==> src/sv/arnf_pkg.sv <==
// Shared types and constants for the advertising report name filter.
`timescale 1ns / 1ps

package arnf_pkg;

  // Name buffer depth, prefix depth and derived widths
  localparam int NameBytes   = 16;
  localparam int PrefixBytes = 8;
  localparam int NameIdxW    = $clog2(NameBytes);
  localparam int NameLenW    = NameIdxW + 1;

  // Data structure type codes for names
  localparam logic [7:0] TypeNameFull  = 8'h09;
  localparam logic [7:0] TypeNameShort = 8'h08;

  // Configuration register indexes and reset values
  localparam logic [7:0] CfgPrefixValue = 8'd0;
  localparam logic [7:0] CfgPrefixLen   = 8'd1;
  localparam logic [3:0] PrefixLenReset = 4'd6;

  typedef enum logic [1:0] {
    PhLen   = 2'd0,
    PhType  = 2'd1,
    PhValue = 2'd2
  } arnf_phase_e;

  typedef enum logic [1:0] {
    VerdictNotInquiry = 2'd0,
    VerdictNoMatch    = 2'd1,
    VerdictSamePeer   = 2'd2,
    VerdictNewPeer    = 2'd3
  } arnf_verdict_e;

  typedef logic [NameBytes-1:0][7:0] arnf_name_t;

  // Input transaction
  typedef struct packed {
    logic [7:0]         data_byte;
    logic               has_byte;
    logic               report_end;
    logic               is_inquiry;
    logic [47:0]        sender_addr;
    logic signed [7:0]  sender_rssi;
  } arnf_in_t;

  // Result transaction
  typedef struct packed {
    logic [1:0]         verdict;
    logic [47:0]        out_addr;
    logic signed [7:0]  out_rssi;
    logic [4:0]         out_name_len;
    logic [63:0]        out_name_low;
    logic [63:0]        out_name_high;
  } arnf_out_t;

  // Parser view after the current byte
  typedef struct packed {
    logic                name_found;
    logic [NameLenW-1:0] cand_len;
    arnf_name_t          cand_name;
  } arnf_view_t;

endpackage

==> src/sv/arnf_parser.sv <==
// Length-type-value walker that collects the candidate name of a report.
`timescale 1ns / 1ps

module arnf_parser (
  input  logic                 clk_i,
  input  logic                 rst_ni,
  input  logic                 step_i,
  input  arnf_pkg::arnf_in_t   item_i,
  output arnf_pkg::arnf_view_t view_o
);

  arnf_pkg::arnf_phase_e              phase_q, phase_d;
  logic [7:0]                         left_q, left_d;
  logic [7:0]                         kind_q, kind_d;
  logic [arnf_pkg::NameLenW-1:0]      len_q, len_d;
  logic                               found_q, found_d;
  logic                               stop_q, stop_d;
  arnf_pkg::arnf_name_t               name_q, name_d;

  function automatic logic is_name(input logic [7:0] k);
    return (k == arnf_pkg::TypeNameFull) || (k == arnf_pkg::TypeNameShort);
  endfunction

  // Advance the parser by one byte
  always_comb begin
    phase_d = phase_q;
    left_d  = left_q;
    kind_d  = kind_q;
    len_d   = len_q;
    found_d = found_q;
    stop_d  = stop_q;
    name_d  = name_q;
    if (item_i.has_byte && !stop_q) begin
      unique case (phase_q)
        arnf_pkg::PhLen: begin
          if (item_i.data_byte == 8'd0) begin
            stop_d = 1'b1;
          end else begin
            left_d  = item_i.data_byte;
            phase_d = arnf_pkg::PhType;
          end
        end
        arnf_pkg::PhType: begin
          kind_d = item_i.data_byte;
          len_d  = '0;
          left_d = left_q - 8'd1;
          if (left_d == 8'd0) begin
            if (is_name(item_i.data_byte)) begin
              found_d = 1'b1;
              stop_d  = 1'b1;
            end else begin
              phase_d = arnf_pkg::PhLen;
            end
          end else begin
            phase_d = arnf_pkg::PhValue;
          end
        end
        arnf_pkg::PhValue: begin
          if (is_name(kind_q) && (len_q < arnf_pkg::NameLenW'(arnf_pkg::NameBytes))) begin
            name_d[len_q[arnf_pkg::NameIdxW-1:0]] = item_i.data_byte;
            len_d = len_q + 1'b1;
          end
          left_d = left_q - 8'd1;
          if (left_d == 8'd0) begin
            if (is_name(kind_q)) begin
              found_d = 1'b1;
              stop_d  = 1'b1;
            end else begin
              phase_d = arnf_pkg::PhLen;
            end
          end
        end
        default: begin
          phase_d = arnf_pkg::PhLen;
        end
      endcase
    end
  end

  assign view_o.name_found = found_d;
  assign view_o.cand_len   = len_d;
  assign view_o.cand_name  = name_d;

  // Hold parser state; clear it after the last transaction of a report
  always_ff @(posedge clk_i or negedge rst_ni) begin
    if (!rst_ni) begin
      phase_q <= arnf_pkg::PhLen;
      left_q  <= '0;
      kind_q  <= '0;
      len_q   <= '0;
      found_q <= 1'b0;
      stop_q  <= 1'b0;
    end else if (step_i) begin
      if (item_i.report_end) begin
        phase_q <= arnf_pkg::PhLen;
        left_q  <= '0;
        kind_q  <= '0;
        len_q   <= '0;
        found_q <= 1'b0;
        stop_q  <= 1'b0;
      end else begin
        phase_q <= phase_d;
        left_q  <= left_d;
        kind_q  <= kind_d;
        len_q   <= len_d;
        found_q <= found_d;
        stop_q  <= stop_d;
      end
    end
  end

  // Candidate name bytes carry no reset
  always_ff @(posedge clk_i) begin
    if (step_i) begin
      name_q <= name_d;
    end
  end

endmodule

==> src/sv/arnf_peer.sv <==
// Prefix match, verdict and stored peer record.
`timescale 1ns / 1ps

module arnf_peer (
  input  logic                 clk_i,
  input  logic                 rst_ni,
  input  logic                 step_i,
  input  arnf_pkg::arnf_in_t   item_i,
  input  arnf_pkg::arnf_view_t view_i,
  input  logic [63:0]          prefix_value_i,
  input  logic [3:0]           prefix_len_i,
  output arnf_pkg::arnf_out_t  result_o
);

  logic                          known_q, known_d;
  logic [47:0]                   addr_q, addr_d;
  logic signed [7:0]             rssi_q, rssi_d;
  logic [arnf_pkg::NameLenW-1:0] nlen_q, nlen_d;
  arnf_pkg::arnf_name_t          pname_q, pname_d;

  logic [arnf_pkg::NameLenW-1:0] len;
  logic [3:0]                    need;
  logic                          match;
  arnf_pkg::arnf_verdict_e       verdict;

  // Compare the leading name bytes with the prefix
  always_comb begin
    len  = view_i.name_found ? view_i.cand_len : '0;
    need = (prefix_len_i > 4'(arnf_pkg::PrefixBytes)) ? 4'(arnf_pkg::PrefixBytes)
                                                       : prefix_len_i;
    match = (len >= arnf_pkg::NameLenW'(need));
    for (int i = 0; i < arnf_pkg::PrefixBytes; i++) begin
      if ((4'(i) < need) && (view_i.cand_name[i] != prefix_value_i[8*i +: 8])) begin
        match = 1'b0;
      end
    end
  end

  // Decide and record a new peer
  always_comb begin
    known_d = known_q;
    addr_d  = addr_q;
    rssi_d  = rssi_q;
    nlen_d  = nlen_q;
    pname_d = pname_q;
    priority if (!item_i.is_inquiry) begin
      verdict = arnf_pkg::VerdictNotInquiry;
    end else if (!match) begin
      verdict = arnf_pkg::VerdictNoMatch;
    end else if (known_q && (addr_q == item_i.sender_addr)) begin
      verdict = arnf_pkg::VerdictSamePeer;
    end else begin
      verdict = arnf_pkg::VerdictNewPeer;
      known_d = 1'b1;
      addr_d  = item_i.sender_addr;
      rssi_d  = item_i.sender_rssi;
      nlen_d  = len;
      for (int i = 0; i < arnf_pkg::NameBytes; i++) begin
        pname_d[i] = (arnf_pkg::NameLenW'(i) < len) ? view_i.cand_name[i] : 8'd0;
      end
    end
  end

  assign result_o.verdict       = verdict;
  assign result_o.out_addr      = addr_d;
  assign result_o.out_rssi      = rssi_d;
  assign result_o.out_name_len  = nlen_d;
  assign result_o.out_name_low  = pname_d[7:0];
  assign result_o.out_name_high = pname_d[15:8];

  // Hold the peer record; update only at the end of a report
  always_ff @(posedge clk_i or negedge rst_ni) begin
    if (!rst_ni) begin
      known_q <= 1'b0;
      addr_q  <= '0;
      rssi_q  <= '0;
      nlen_q  <= '0;
      pname_q <= '0;
    end else if (step_i && item_i.report_end) begin
      known_q <= known_d;
      addr_q  <= addr_d;
      rssi_q  <= rssi_d;
      nlen_q  <= nlen_d;
      pname_q <= pname_d;
    end
  end

endmodule

==> src/sv/adv_report_name_filter_top.sv <==
// Top level of the advertising report name filter.
//
//   channel | direction | handshake              | payload
//   in      | input     | in_valid_i/in_ready_o  | in_data_i   (arnf_in_t)
//   out     | output    | out_valid_o/out_ready_i| out_data_o  (arnf_out_t)
//   cfg     | input     | cfg_valid_i/cfg_ready_o| cfg_index_i, cfg_data_i
//
// One byte transaction per cycle unless a report-end transaction is held back;
// the result of a report is loaded into the result register when its
// report-end transaction leaves the input register, and is valid from then on.
// Reset clears the parser, the peer record and sets prefix_len to six.
// A report-end transaction waits in the input register while a result is
// held; other transactions keep flowing through during an output stall.
`timescale 1ns / 1ps

module adv_report_name_filter_top (
  input  logic                clk_i,
  input  logic                rst_ni,
  input  logic                in_valid_i,
  output logic                in_ready_o,
  input  arnf_pkg::arnf_in_t  in_data_i,
  output logic                out_valid_o,
  input  logic                out_ready_i,
  output arnf_pkg::arnf_out_t out_data_o,
  input  logic                cfg_valid_i,
  output logic                cfg_ready_o,
  input  logic [7:0]          cfg_index_i,
  input  logic [63:0]         cfg_data_i
);

  logic [63:0]          prefix_value_q;
  logic [3:0]           prefix_len_q;
  logic                 in_valid_q;
  arnf_pkg::arnf_in_t   in_q;
  logic                 out_valid_q;
  arnf_pkg::arnf_out_t  out_q;
  logic                 out_free;
  logic                 step;
  arnf_pkg::arnf_view_t view;
  arnf_pkg::arnf_out_t  result;

  // Configuration registers
  assign cfg_ready_o = 1'b1;

  always_ff @(posedge clk_i or negedge rst_ni) begin
    if (!rst_ni) begin
      prefix_value_q <= '0;
      prefix_len_q   <= arnf_pkg::PrefixLenReset;
    end else if (cfg_valid_i) begin
      if (cfg_index_i == arnf_pkg::CfgPrefixValue) begin
        prefix_value_q <= cfg_data_i;
      end else if (cfg_index_i == arnf_pkg::CfgPrefixLen) begin
        prefix_len_q <= cfg_data_i[3:0];
      end
    end
  end

  // Advance the held transaction unless its result has nowhere to go
  assign out_free   = !out_valid_q || out_ready_i;
  assign step       = in_valid_q && (!in_q.report_end || out_free);
  assign in_ready_o = !in_valid_q || step;

  always_ff @(posedge clk_i or negedge rst_ni) begin
    if (!rst_ni) begin
      in_valid_q <= 1'b0;
    end else if (in_ready_o) begin
      in_valid_q <= in_valid_i;
    end
  end

  always_ff @(posedge clk_i) begin
    if (in_ready_o && in_valid_i) begin
      in_q <= in_data_i;
    end
  end

  arnf_parser u_parser (
    .clk_i  (clk_i),
    .rst_ni (rst_ni),
    .step_i (step),
    .item_i (in_q),
    .view_o (view)
  );

  arnf_peer u_peer (
    .clk_i          (clk_i),
    .rst_ni         (rst_ni),
    .step_i         (step),
    .item_i         (in_q),
    .view_i         (view),
    .prefix_value_i (prefix_value_q),
    .prefix_len_i   (prefix_len_q),
    .result_o       (result)
  );

  // Result register
  always_ff @(posedge clk_i or negedge rst_ni) begin
    if (!rst_ni) begin
      out_valid_q <= 1'b0;
    end else if (step && in_q.report_end) begin
      out_valid_q <= 1'b1;
    end else if (out_ready_i) begin
      out_valid_q <= 1'b0;
    end
  end

  always_ff @(posedge clk_i) begin
    if (step && in_q.report_end) begin
      out_q <= result;
    end
  end

  assign out_valid_o = out_valid_q;
  assign out_data_o  = out_q;

endmodule

==> config.mk <==
export PLATFORM = sky130hd
export DESIGN_NAME = adv_report_name_filter_top
export DESIGN_NICKNAME = d
export VERILOG_FILES = /design/src/sv/arnf_pkg.sv /design/src/sv/arnf_parser.sv /design/src/sv/arnf_peer.sv /design/src/sv/adv_report_name_filter_top.sv
export SDC_FILE = /design/constraint.sdc
export NUM_CORES = 1
export LEC_CHECK = 0
export ABC_AREA = 1
export BUFFER_PORTS_ARGS = -buffer_cell sky130_fd_sc_hd__buf_4
export CAP_MARGIN = 20
export CORE_MARGIN = 3
export CORE_UTILIZATION = 63
export CTS_CLUSTER_SIZE = 10
export DETAILED_ROUTE_END_ITERATION = 6
export GPL_ROUTABILITY_DRIVEN = 0
export HOLD_SLACK_MARGIN = 0.12
export PLACE_DENSITY = 0.87
export SETUP_SLACK_MARGIN = 0.2
export SLEW_MARGIN = 30
export SYNTH_ARGS = -nofsm -noshare
export SYNTH_HDL_FRONTEND = slang
export SYNTH_SLANG_ARGS = --single-unit
==> constraint.sdc <==
create_clock -name clk_i -period 14.7 [get_ports clk_i]
set_input_delay 2.205 -clock clk_i [delete_from_list [all_inputs] [get_ports clk_i]]
set_output_delay 2.205 -clock clk_i [all_outputs]
set_load 0.005 [all_outputs]
======== Word-level counts from Yosys, hierarchy flattened ========
Cells that the tools add are included.
storage, ports and cells
  register bits after elaboration ......... 671
  input port bits ......................... 144
  output and inout port bits .............. 194
  word-level logic and storage cells ...... 240
cells by class
  add/sub/neg operators ................... 2
  $lt $le $gt $ge ......................... 29
  eq/ne operators ......................... 24
  multiplexer cells ....................... 82
  bitwise operators ....................... 2
  reductions and logical operators ........ 42
operator list
  cell                                                  number
  two-way mux 128 bit                                   6
  two-way mux 8 bit                                     26
  two-way mux 48 bit                                    3
  bitwise mux 128 bit                                   1
  != test 8 bit                                         8
  equality test 48 bit                                  1
  < comparator 4 x 5 -> 1 bit (first input constant)    8
  two-way mux 5 bit                                     7
  demux 8 bit (select 4 bit)                            1
  equality test 8 x 4 -> 1 bit (second input constant)  4
  two-way mux 1 bit                                     25
  logical NOT 8 bit                                     3
  < comparator 3 x 5 -> 1 bit (first input constant)    4
  < comparator 3 x 4 -> 1 bit (first input constant)    4
  case mux 8 bit (2 select lines)                       1
  logical AND 1 bit                                     15
  != test 3 x 2 -> 1 bit (second input constant)        5
  two-way mux 2 bit                                     7
  < comparator 1 x 5 -> 1 bit (first input constant)    2
  < comparator 2 x 5 -> 1 bit (first input constant)    2
  case mux 5 bit (2 select lines)                       1
  equality test 8 x 1 -> 1 bit (second input constant)  1
  < comparator 1 x 4 -> 1 bit (first input constant)    2
  < comparator 2 x 4 -> 1 bit (first input constant)    2
  28 further kinds                                      42

======== Longest topological paths before layout ========
Gate-level depths: netlist of run 1.
  depth in word-level cells ............... 20
  depth in mapped cells ................... 29
  mapped depth without buffers ............ 28

======== Cells and area by module ========
From an unflattened synthesis of run 1, not the netlist that was laid out.
unflattened totals
  cell total of the unflattened synthesis .. 3,607
  area total of the unflattened synthesis .. 32,895.3 µm²
modules (own cells, without submodules)
  module                      instances  cells each  area an instance (µm²)  seq. area each (µm²)
  arnf_peer                   1          2,356       14,435.1                4,754.6
  adv_report_name_filter_top  1          586         10,762.8                9,501.6
  arnf_parser                 1          665         7,697.4                 4,444.3

======== Worst setup path after synthesis of run 1 ========
No wires, ideal clock.
  path type ............................... input port to flip-flop
  start ................................... input out_ready_i
  end ..................................... register out_q (netlist bit out_data_o[0]) (enable)
  library setup time ...................... 630 ps
  data arrival time ....................... 10,263 ps
  required time ........................... 14,070 ps
  setup slack ............................. 3,807 ps
  stages on the path ...................... 7
  buffers on the path ..................... 1
  cell sequence ........................... inv_1 -> nand3_1 -> nand2_1 -> clkinv_1 -> nand2_1 -> inv_2 -> clkbuf_1
on the way
  word-level cells in the longest chain between the ends .. 4
RTL lines
  what                    line                               text
  start: declaration      adv_report_name_filter_top.sv:23   input logic out_ready_i,
  logical OR 1 bit        adv_report_name_filter_top.sv:59   assign out_free = !out_valid_q || out_ready_i;
  logical OR 1 bit        adv_report_name_filter_top.sv:60   assign step = in_valid_q && (!in_q.report_end || out_free);
  logical AND 1 bit       adv_report_name_filter_top.sv:60
  net step                adv_report_name_filter_top.sv:38   logic step;
  logical AND 1 bit       adv_report_name_filter_top.sv:108  if (step && in_q.report_end) begin
  end signal: assignment  adv_report_name_filter_top.sv:109  out_q <= result;
  end: declaration        adv_report_name_filter_top.sv:36   arnf_pkg::arnf_out_t out_q;
The timed path passes the listed nets, and every way through them passes these cells.
A chain may end at the register's enable or synchronous reset.

==> out/qor.csv, run 1 <==
stage,metric,value,unit
run_status,status,finished clean,
clocking,cts.clk_slew.worst_paths,0.06,ns
cells_and_area,area_growth,16.94,%
placement,dp.cells,4110,
timing,fin_skew,0.02136,ns
clocking,cts_resized,0,
placement,placed_area,33140,um2
setup_path,max_stage_delay,0.79,ns
timing,hold_violations,0,
cells_and_area,fillers,3190,
grt,grtUsageTotal,31.72,%
route,drt_wl_total,80910,um
route,wire_per_inst,19.04,um
grt,antenna_found_initial,1,
setup_path,r2r_setup_slack,9.06,ns
clocking,cts_hold_buf,0,
setup_path,cp_slowest_cell,buf_4,
logic_synthesis,post_synth_instance_area,30310,um2
route,drtIter0Drc,2752,
setup_path,cp.arrival,5.95,ns
setup_path,critical_path.max_fanout,90,
setup_path,cp_cell_sequence,"inv_1, nand2_1, nor2_1, nand2_1, nor2_4, buf_4, nand3_1, inv_2, nand2_1, nand3_1, nand2_1, nor2_1, nand2_1, nor2_1, nand2_1, nand2_1, nand2_1, nor2_4, nand3_1, nor2_4, buf_4, buf_4, o21ai_0",
logic_synthesis,synth_edf_count,386,
route,wl_met3,8584,um
timing,tightest_slew,1.001,ns
cells_and_area,fin_cells,4250,
setup_path,crit_family,buffers and inverters,
setup_path,rr_startpoint,u_parser.kind_q[5],
timing,finalCritPeriodShare,38.35,%
logic_synthesis,async_reset_ff_share,42.39,%
worst_hold_path,hold_depth,2,
route,met1_length,30440,um
placement,port-buffer-count,336,
logic_synthesis,synthCells,3275,
route,top_layer,met4,
clocking,numCtsBuffers,77,
floorplanning,start_util,64.43,%
timing,fmax,177.4,MHz
timing,tns,0,ns
floorplanning,die-area,50780,um2
route,drt-pass1-iter-count,7,
logic_synthesis,yosys_register_bits,670,
route,ant_nets,0,
clocking,cts_setup_buffers,0,
floorplanning,row_count,79,
worst_hold_path,min_to,u_peer.pname_q[94],
cells_and_area,design_area,35450,um2
logic_synthesis,synth_top_area_share,38.24,%
floorplanning,die_w,225.4,um
timing,finalCriticalPeriod,5.637,ns
setup_path,required,15.02,ns
cells_and_area,nNetsFinal,3740,
logic_synthesis,synth.distinct_cells,48,
setup_path,worstSetupStartpointType,register,
clocking,cts_tree,done,
power_and_ir_drop,power.total,4.840,mW
route,wl_met2,38280,um
job,maxCapViolCount,0,
power_and_ir_drop,pwr_density_cell,136.5,nW/um2
logic_synthesis,yosys-top-cells-count,"nand2_1 (944), inv_1 (488), edfxtp_1 (386)",
clocking,cts-htree-levels,3,
cells_and_area,fin_util,75.34,%
timing,slew_headroom,32.96,%
route,viasPerCell,5.666,
worst_hold_path,min_path_type,reg -> reg,
logic_synthesis,ys_warn_count,0,
setup_path,endpoint_kind,register,
timing,holdWs,0.4710,ns
route,vias,24082,
logic_synthesis,ys_dominant_reg_cell,edfxtp_1,
clocking,clockBufferDepth,3,
floorplanning,fp.dieH,225.4,um
floorplanning,core_area,47050,um2
setup_path,crit_top_cell,nand2_1,
logic_synthesis,synth.most_common_cell,nand2_1,
placement,preCtsSetupSlack,8.975,ns
logic_synthesis,syn_avg_cell_area,9.256,um2
timing,slew_violations,0,
logic_synthesis,netlist_top_cells_area,"edfxtp_1 (38%), dfrtp_1 (23%), nand2_1 (12%), inv_1 (6.0%), o21ai_1 (3.7%)",
setup_path,r2r_cells,23,
setup_path,crit_buf_inv,5,
grt,grt_max_degree,119,
grt,grt_pass1_vias,23434,
timing,rsz0062_at_grt,no,
grt,grt_remaining_overflow,0,
logic_synthesis,yosysTopAreaCell,edfxtp_1,
floorplanning,io_pins,338,
placement,place_hpwl,51970,um
logic_synthesis,seq_area_frac_synth,61.69,%
clocking,clk_latency,0.61,ns
setup_path,r2r_end,out_data_o[53],
power_and_ir_drop,peakVddDrop,116.5,uV
timing,setup_viol,0,
timing,setup_ws,9.063,ns
logic_synthesis,syn_nets,3433,
worst_hold_path,hold_start,u_peer.pname_q[94],
clocking,cts_sinks,670,
cells_and_area,layout-drive-gt1-share,13.89,%
power_and_ir_drop,p_leak,16.56,nW
clocking,root_buffer,clkbuf_16,
setup_path,critPathKind,reg -> reg,
route,drc,0,
grt,grt_pass1_wl,125200,um
metal layers:
metal,GRT usage [%],vias up
met5,0,-
met4,13.65,0
met3,8.441,238
met2,51.20,1293
met1,41.00,11363
li1,-,11188
tightest hold or removal path, cell delays in order (launching register included):
cell     delay (ns)
dfrtp_1        0.34
nand2_1        0.05
nand2_1        0.05
placed cells by master, fill, tap and decap left out, types with 53 or more instances in the layout:
master / count
a21oi_1: 61
buf_4: 349
clkbuf_1: 53
clkbuf_16: 80
dfrtp_1: 282
edfxtp_1: 386
inv_1: 487
nand2_1: 943
nand3_1: 155
nor2_1: 213
o21ai_0: 181
o21ai_1: 225
cell families after synthesis:
| logic type | Yosys count | share of synthesized area, % |
|---|---|---|
| buffers and inverters | 634 | 8.433 |
| DFF | 670 | 61.69 |
| muxes | 23 | 0.8255 |
| AOI/OAI and AO/OA | 512 | 8.767 |
| xor gates and xnor gates | 30 | 0.8668 |
| and+or+nand+nor | 1391 | 18.83 |
| adders and majority gates | 14 | 0.5779 |
| other | 1 | 0.01237 |
flip-flops by register name, summed over array words and instances, names as in the netlist:
register	cells
out_valid_o	1
u_peer.rssi_q	8
prefix_len_q	4
u_peer.nlen_q	5
u_parser.phase_q	2
u_parser.stop_q	1
u_parser.found_q	1
in_valid_q	1
prefix_value_q	64
u_peer.known_q	1
u_parser.name_q	128
u_peer.addr_q	48
u_parser.kind_q	7
u_parser.left_q	8
in_q	67
out_data_o	191
u_peer.pname_q	128
u_parser.len_q	5
worst max-delay path by stage:
stage / startpoint / endpoint / slack [ns] / depth (start not counted)
final: u_parser.kind_q[5] / out_data_o[53] / 9.06 / 23
after floorplan: out_ready_i / out_data_o[0] / 3.81 / 7
after global routing: u_parser.kind_q[2] / out_data_o[53] / 8.42 / 23
after CTS: u_parser.kind_q[2] / out_data_o[53] / 9.20 / 23
after global placement: out_ready_i / u_peer.pname_q[8] / 9.07 / 10
after detailed placement: out_ready_i / u_peer.addr_q[42] / 8.98 / 10
where the power goes:
part | internal [mW] | total [mW] | switching, mW
clock | 1.02 | 1.76 | 0.735
combinational | 0.260 | 0.764 | 0.504
sequential | 2.22 | 2.32 | 0.0987
final cells by class:
cell class	instances	area (um2)	share of cell area, %
antenna	1	2.502	0.007060
clock buffer	135	2228	6.287
clock inverter	4	42.54	0.1200
inverter	505	1909	5.387
multi-input combinational	1971	9090	25.64
sequential	670	18700	52.76
tap	607	759.5	2.143
timing repair buffer	357	2714	7.656
No activity file was read; power rests on OpenSTA's default activity.
==> run 2: changes to the inputs <==
- ABC_AREA: 1 -> 0
- CORE_UTILIZATION: 63 -> 59
- PLACE_DENSITY: 0.87 -> 0.82
- clock period: 14.7 -> 5.25 ns (I/O delays scaled with it)
==> run 2 against run 1 <==
Net effect: total power grew to 2.8 times the previous value; non-clock buffer count increased by 32; sequential power grew to 2.8 times the previous value; critical path depth fell by 10; worst hold slack got worse by 0.22 ns; largest cell class unchanged; core utilization fell by 3.7 points; cell area up 2.6%; sequential share of layout area is 1.3 points lower; synthesized cell count shrank 37%.
==> out/qor.csv, run 2 <==
stage,metric,value,unit,change
placement,port-buffer-count,336,,unchanged
grt,grt_max_degree,102,,-14%
setup_path,critical_path.max_fanout,94,,+4.4%
grt,antenna_found_initial,2,,+1
setup_path,rr_startpoint,u_parser.phase_q[0],,
timing,fin_skew,0.02313,ns,+0.001776 ns
cells_and_area,layout-drive-gt1-share,41.90,%,+28 points
floorplanning,die_w,234.1,um,+3.9%
logic_synthesis,synth_edf_count,386,,unchanged
logic_synthesis,post_synth_instance_area,30690,um2,+1.3%
logic_synthesis,ys_warn_count,0,,unchanged
clocking,clk_latency,0.63,ns,+0.02 ns
floorplanning,die-area,54800,um2,+7.9%
logic_synthesis,synth.most_common_cell,mux2_2,,
setup_path,r2r_end,u_peer.pname_q[54],,
setup_path,cp_cell_sequence,"inv_1, ha_1, and4b_1, nand4_1, buf_4, or3_1, a22o_1, or3b_4, a2111oi_4, nand2_1, nor3_4, buf_12, mux2_2",,
setup_path,crit_buf_inv,3,,-2
setup_path,cp_slowest_cell,ha_1,,
grt,grt_pass1_wl,114800,um,-8.3%
logic_synthesis,synth.distinct_cells,72,,+50%
route,drc,0,,unchanged
grt,grt_remaining_overflow,0,,unchanged
route,drt-pass1-iter-count,5,,-2
setup_path,crit_family,simple AND/OR/NAND/NOR gates,,
logic_synthesis,syn_nets,2211,,-36%
timing,finalCritPeriodShare,92.78,%,+54 points
setup_path,r2r_cells,13,,-43%
setup_path,max_stage_delay,0.46,ns,-0.33 ns
clocking,cts_sinks,670,,unchanged
timing,setup_ws,0.3791,ns,-8.684 ns
logic_synthesis,synthCells,2053,,-37%
route,wire_per_inst,23.80,um,+25%
grt,grtUsageTotal,27.52,%,-4.2 points
job,maxCapViolCount,0,,unchanged
setup_path,critPathKind,reg -> reg,,
setup_path,endpoint_kind,register,,
timing,slew_violations,0,,unchanged
cells_and_area,n_antenna_cell,0,,-1
clocking,root_buffer,clkbuf_16,,
cells_and_area,fillers,3232,,+1.3%
power_and_ir_drop,p_leak,14.99,nW,-9.5%
cells_and_area,nNetsFinal,2582,,-31%
logic_synthesis,yosys-top-cells-count,"mux2_2 (447), edfxtp_1 (386), dfrtp_1 (282)",,
timing,finalCriticalPeriod,4.871,ns,-0.7662 ns
cells_and_area,largest_reg_flops,191,,unchanged
logic_synthesis,async_reset_ff_share,42.39,%,unchanged
logic_synthesis,yosysTopAreaCell,edfxtp_1,,
timing,tightest_slew,0.9844,ns,-0.01652 ns
power_and_ir_drop,pwr_density_cell,376.9,nW/um2,+180%
timing,slew_headroom,34.13,%,+1.2 points
clocking,numCtsBuffers,78,,+1.3%
floorplanning,start_util,60.44,%,-4.0 points
logic_synthesis,ys_dominant_reg_cell,edfxtp_1,,
placement,preCtsSetupSlack,0.4175,ns,-8.558 ns
floorplanning,row_count,82,,+3.8%
cells_and_area,final_cell_mix,"mux2_2 (447), edfxtp_1 (386), buf_4 (376), dfrtp_1 (282), nand2_1 (115)",,
setup_path,cp.arrival,5.37,ns,-0.58 ns
setup_path,r2r_setup_slack,0.38,ns,-8.68 ns
route,vias,18609,,-23%
logic_synthesis,seq_area_frac_synth,60.93,%,-0.76 points
timing,hold_violations,0,,unchanged
cells_and_area,area_growth,18.51,%,
logic_synthesis,netlist_top_cells_area,"edfxtp_1 (38%), dfrtp_1 (23%), mux2_2 (16%), mux2_4 (4.4%), xor2_1 (3.1%)",,
timing,holdWs,0.2477,ns,-0.2233 ns
floorplanning,core_area,50790,um2,+7.9%
floorplanning,fp.dieH,234.1,um,+3.9%
route,drtIter0Drc,1657,,-40%
clocking,cts-htree-levels,3,,unchanged
clocking,cts_tree,done,,
clocking,clockBufferDepth,3,,unchanged
timing,setup_viol,0,,unchanged
cells_and_area,final_common_cell,mux2_2,,
logic_synthesis,synth_top_area_share,37.76,%,-0.47 points
setup_path,worstSetupStartpointType,register,,
run_status,status,finished clean,,
route,viasPerCell,5.887,,+3.9%
power_and_ir_drop,peakVddDrop,348.2,uV,+200%
route,drt_wl_total,75230,um,-7.0%
setup_path,required,5.75,ns,-9.27 ns
placement,place_hpwl,48680,um,-6.3%
route,ant_nets,0,,unchanged
clocking,cts.clk_slew.worst_paths,0.06,ns,about the same
logic_synthesis,syn_avg_cell_area,14.95,um2,+62%
logic_synthesis,yosys_register_bits,670,,unchanged
timing,rsz0062_at_grt,yes,,
worst_hold_path,min_path_type,in -> async,,
floorplanning,io_pins,338,,unchanged
timing,fmax,205.3,MHz,+16%
grt,grt_pass1_vias,19763,,-16%
-- run 2: worst max-delay path by stage --
stage	cells after the start	startpoint	end	slack (ns)
after floorplan	5	out_ready_i	out_data_o[0]	-1.48
after global placement	12	u_parser.phase_q[0]	u_peer.pname_q[40]	0.56
after detailed placement	13	u_parser.phase_q[0]	u_peer.pname_q[99]	0.42
after CTS	13	u_parser.phase_q[0]	u_peer.pname_q[100]	0.38
after global routing	12	u_parser.phase_q[0]	u_peer.pname_q[48]	0.19
final	13	u_parser.phase_q[0]	u_peer.pname_q[54]	0.38
-- run 2: report_power, final --
group          total [mW]  switching (mW)  internal [mW]
clock network        5.01            2.10           2.91
registers            6.55           0.420           6.13
logic                2.15            1.02           1.13
-- run 2: layout make-up --
cell class                      count  area (um2)  share of cell area, %
Clock inverter                      6       92.59                 0.2545
Multi-Input combinational cell   1261       11320                  31.12
Inverter                           24       97.59                 0.2683
Timing Repair Buffer              389        3069                  8.438
Tap cell                          672       840.8                  2.312
Clock buffer                      139        2253                  6.195
Sequential cell                   670       18700                  51.41
-- run 2: worst reg2reg max path, delay by kind of cell, from the launching register on --
kind / cells / cell delay (ns)
adder cells (fa/ha/maj): 1 / 0.46
multiplexers: 1 / 0.57
AND/OR/NAND/NOR: 6 / 1.81
AO/OA/AOI/OAI: 2 / 0.72
buffers and inverters: 3 / 0.81
flip-flops: 1 / 0.38
-- run 2: per-layer routing --
metal	global-route usage (%)	up-vias	share of wire, %
met3	7.021	163	7.7
met2	46.01	731	50
met4	8.244	4	2.8
met1	35.72	9433	40
met5	0	-	0.032
li1	-	8278	-
-- run 2: kinds of logic after synthesis --
group | after synthesis | share of synthesized area, %
AOI/OAI and AO/OA | 143 | 3.127
DFF | 670 | 60.93
other | 1 | 0.01222
and+or+nand+nor | 378 | 6.779
adders and majority gates | 14 | 0.5707
buffers and inverters | 122 | 2.311
xor gates and xnor gates | 170 | 4.851
muxes | 555 | 21.42
-- run 2: through the flow --
step | utilization, % | area, um2 | total power, mW | setup TNS, ns | instances
6_report | 71.62 | 36370 | 13.71 | 0 | 3161
5_1_grt | 71.62 | 36370 | 14.24 | 0 | 3161
4_1_cts | 71.56 | 36340 | 13.78 | 0 | 3158
3_5_place_dp | 66.94 | 34000 | 8.753 | 0 | 3013
3_3_place_gp | 66.93 | 33990 | 8.638 | 0 | 3013
2_1_floorplan | - | 30700 | 8.000 | -283.80 | 2053
-- run 2: what timing repair did --
action | 4_1_cts | 5_1_grt
gates resized for setup | 0 | 2
hold buffers | 0 | 0
setup buffers | 0 | 3
setup endpoints to repair | 0 | 293
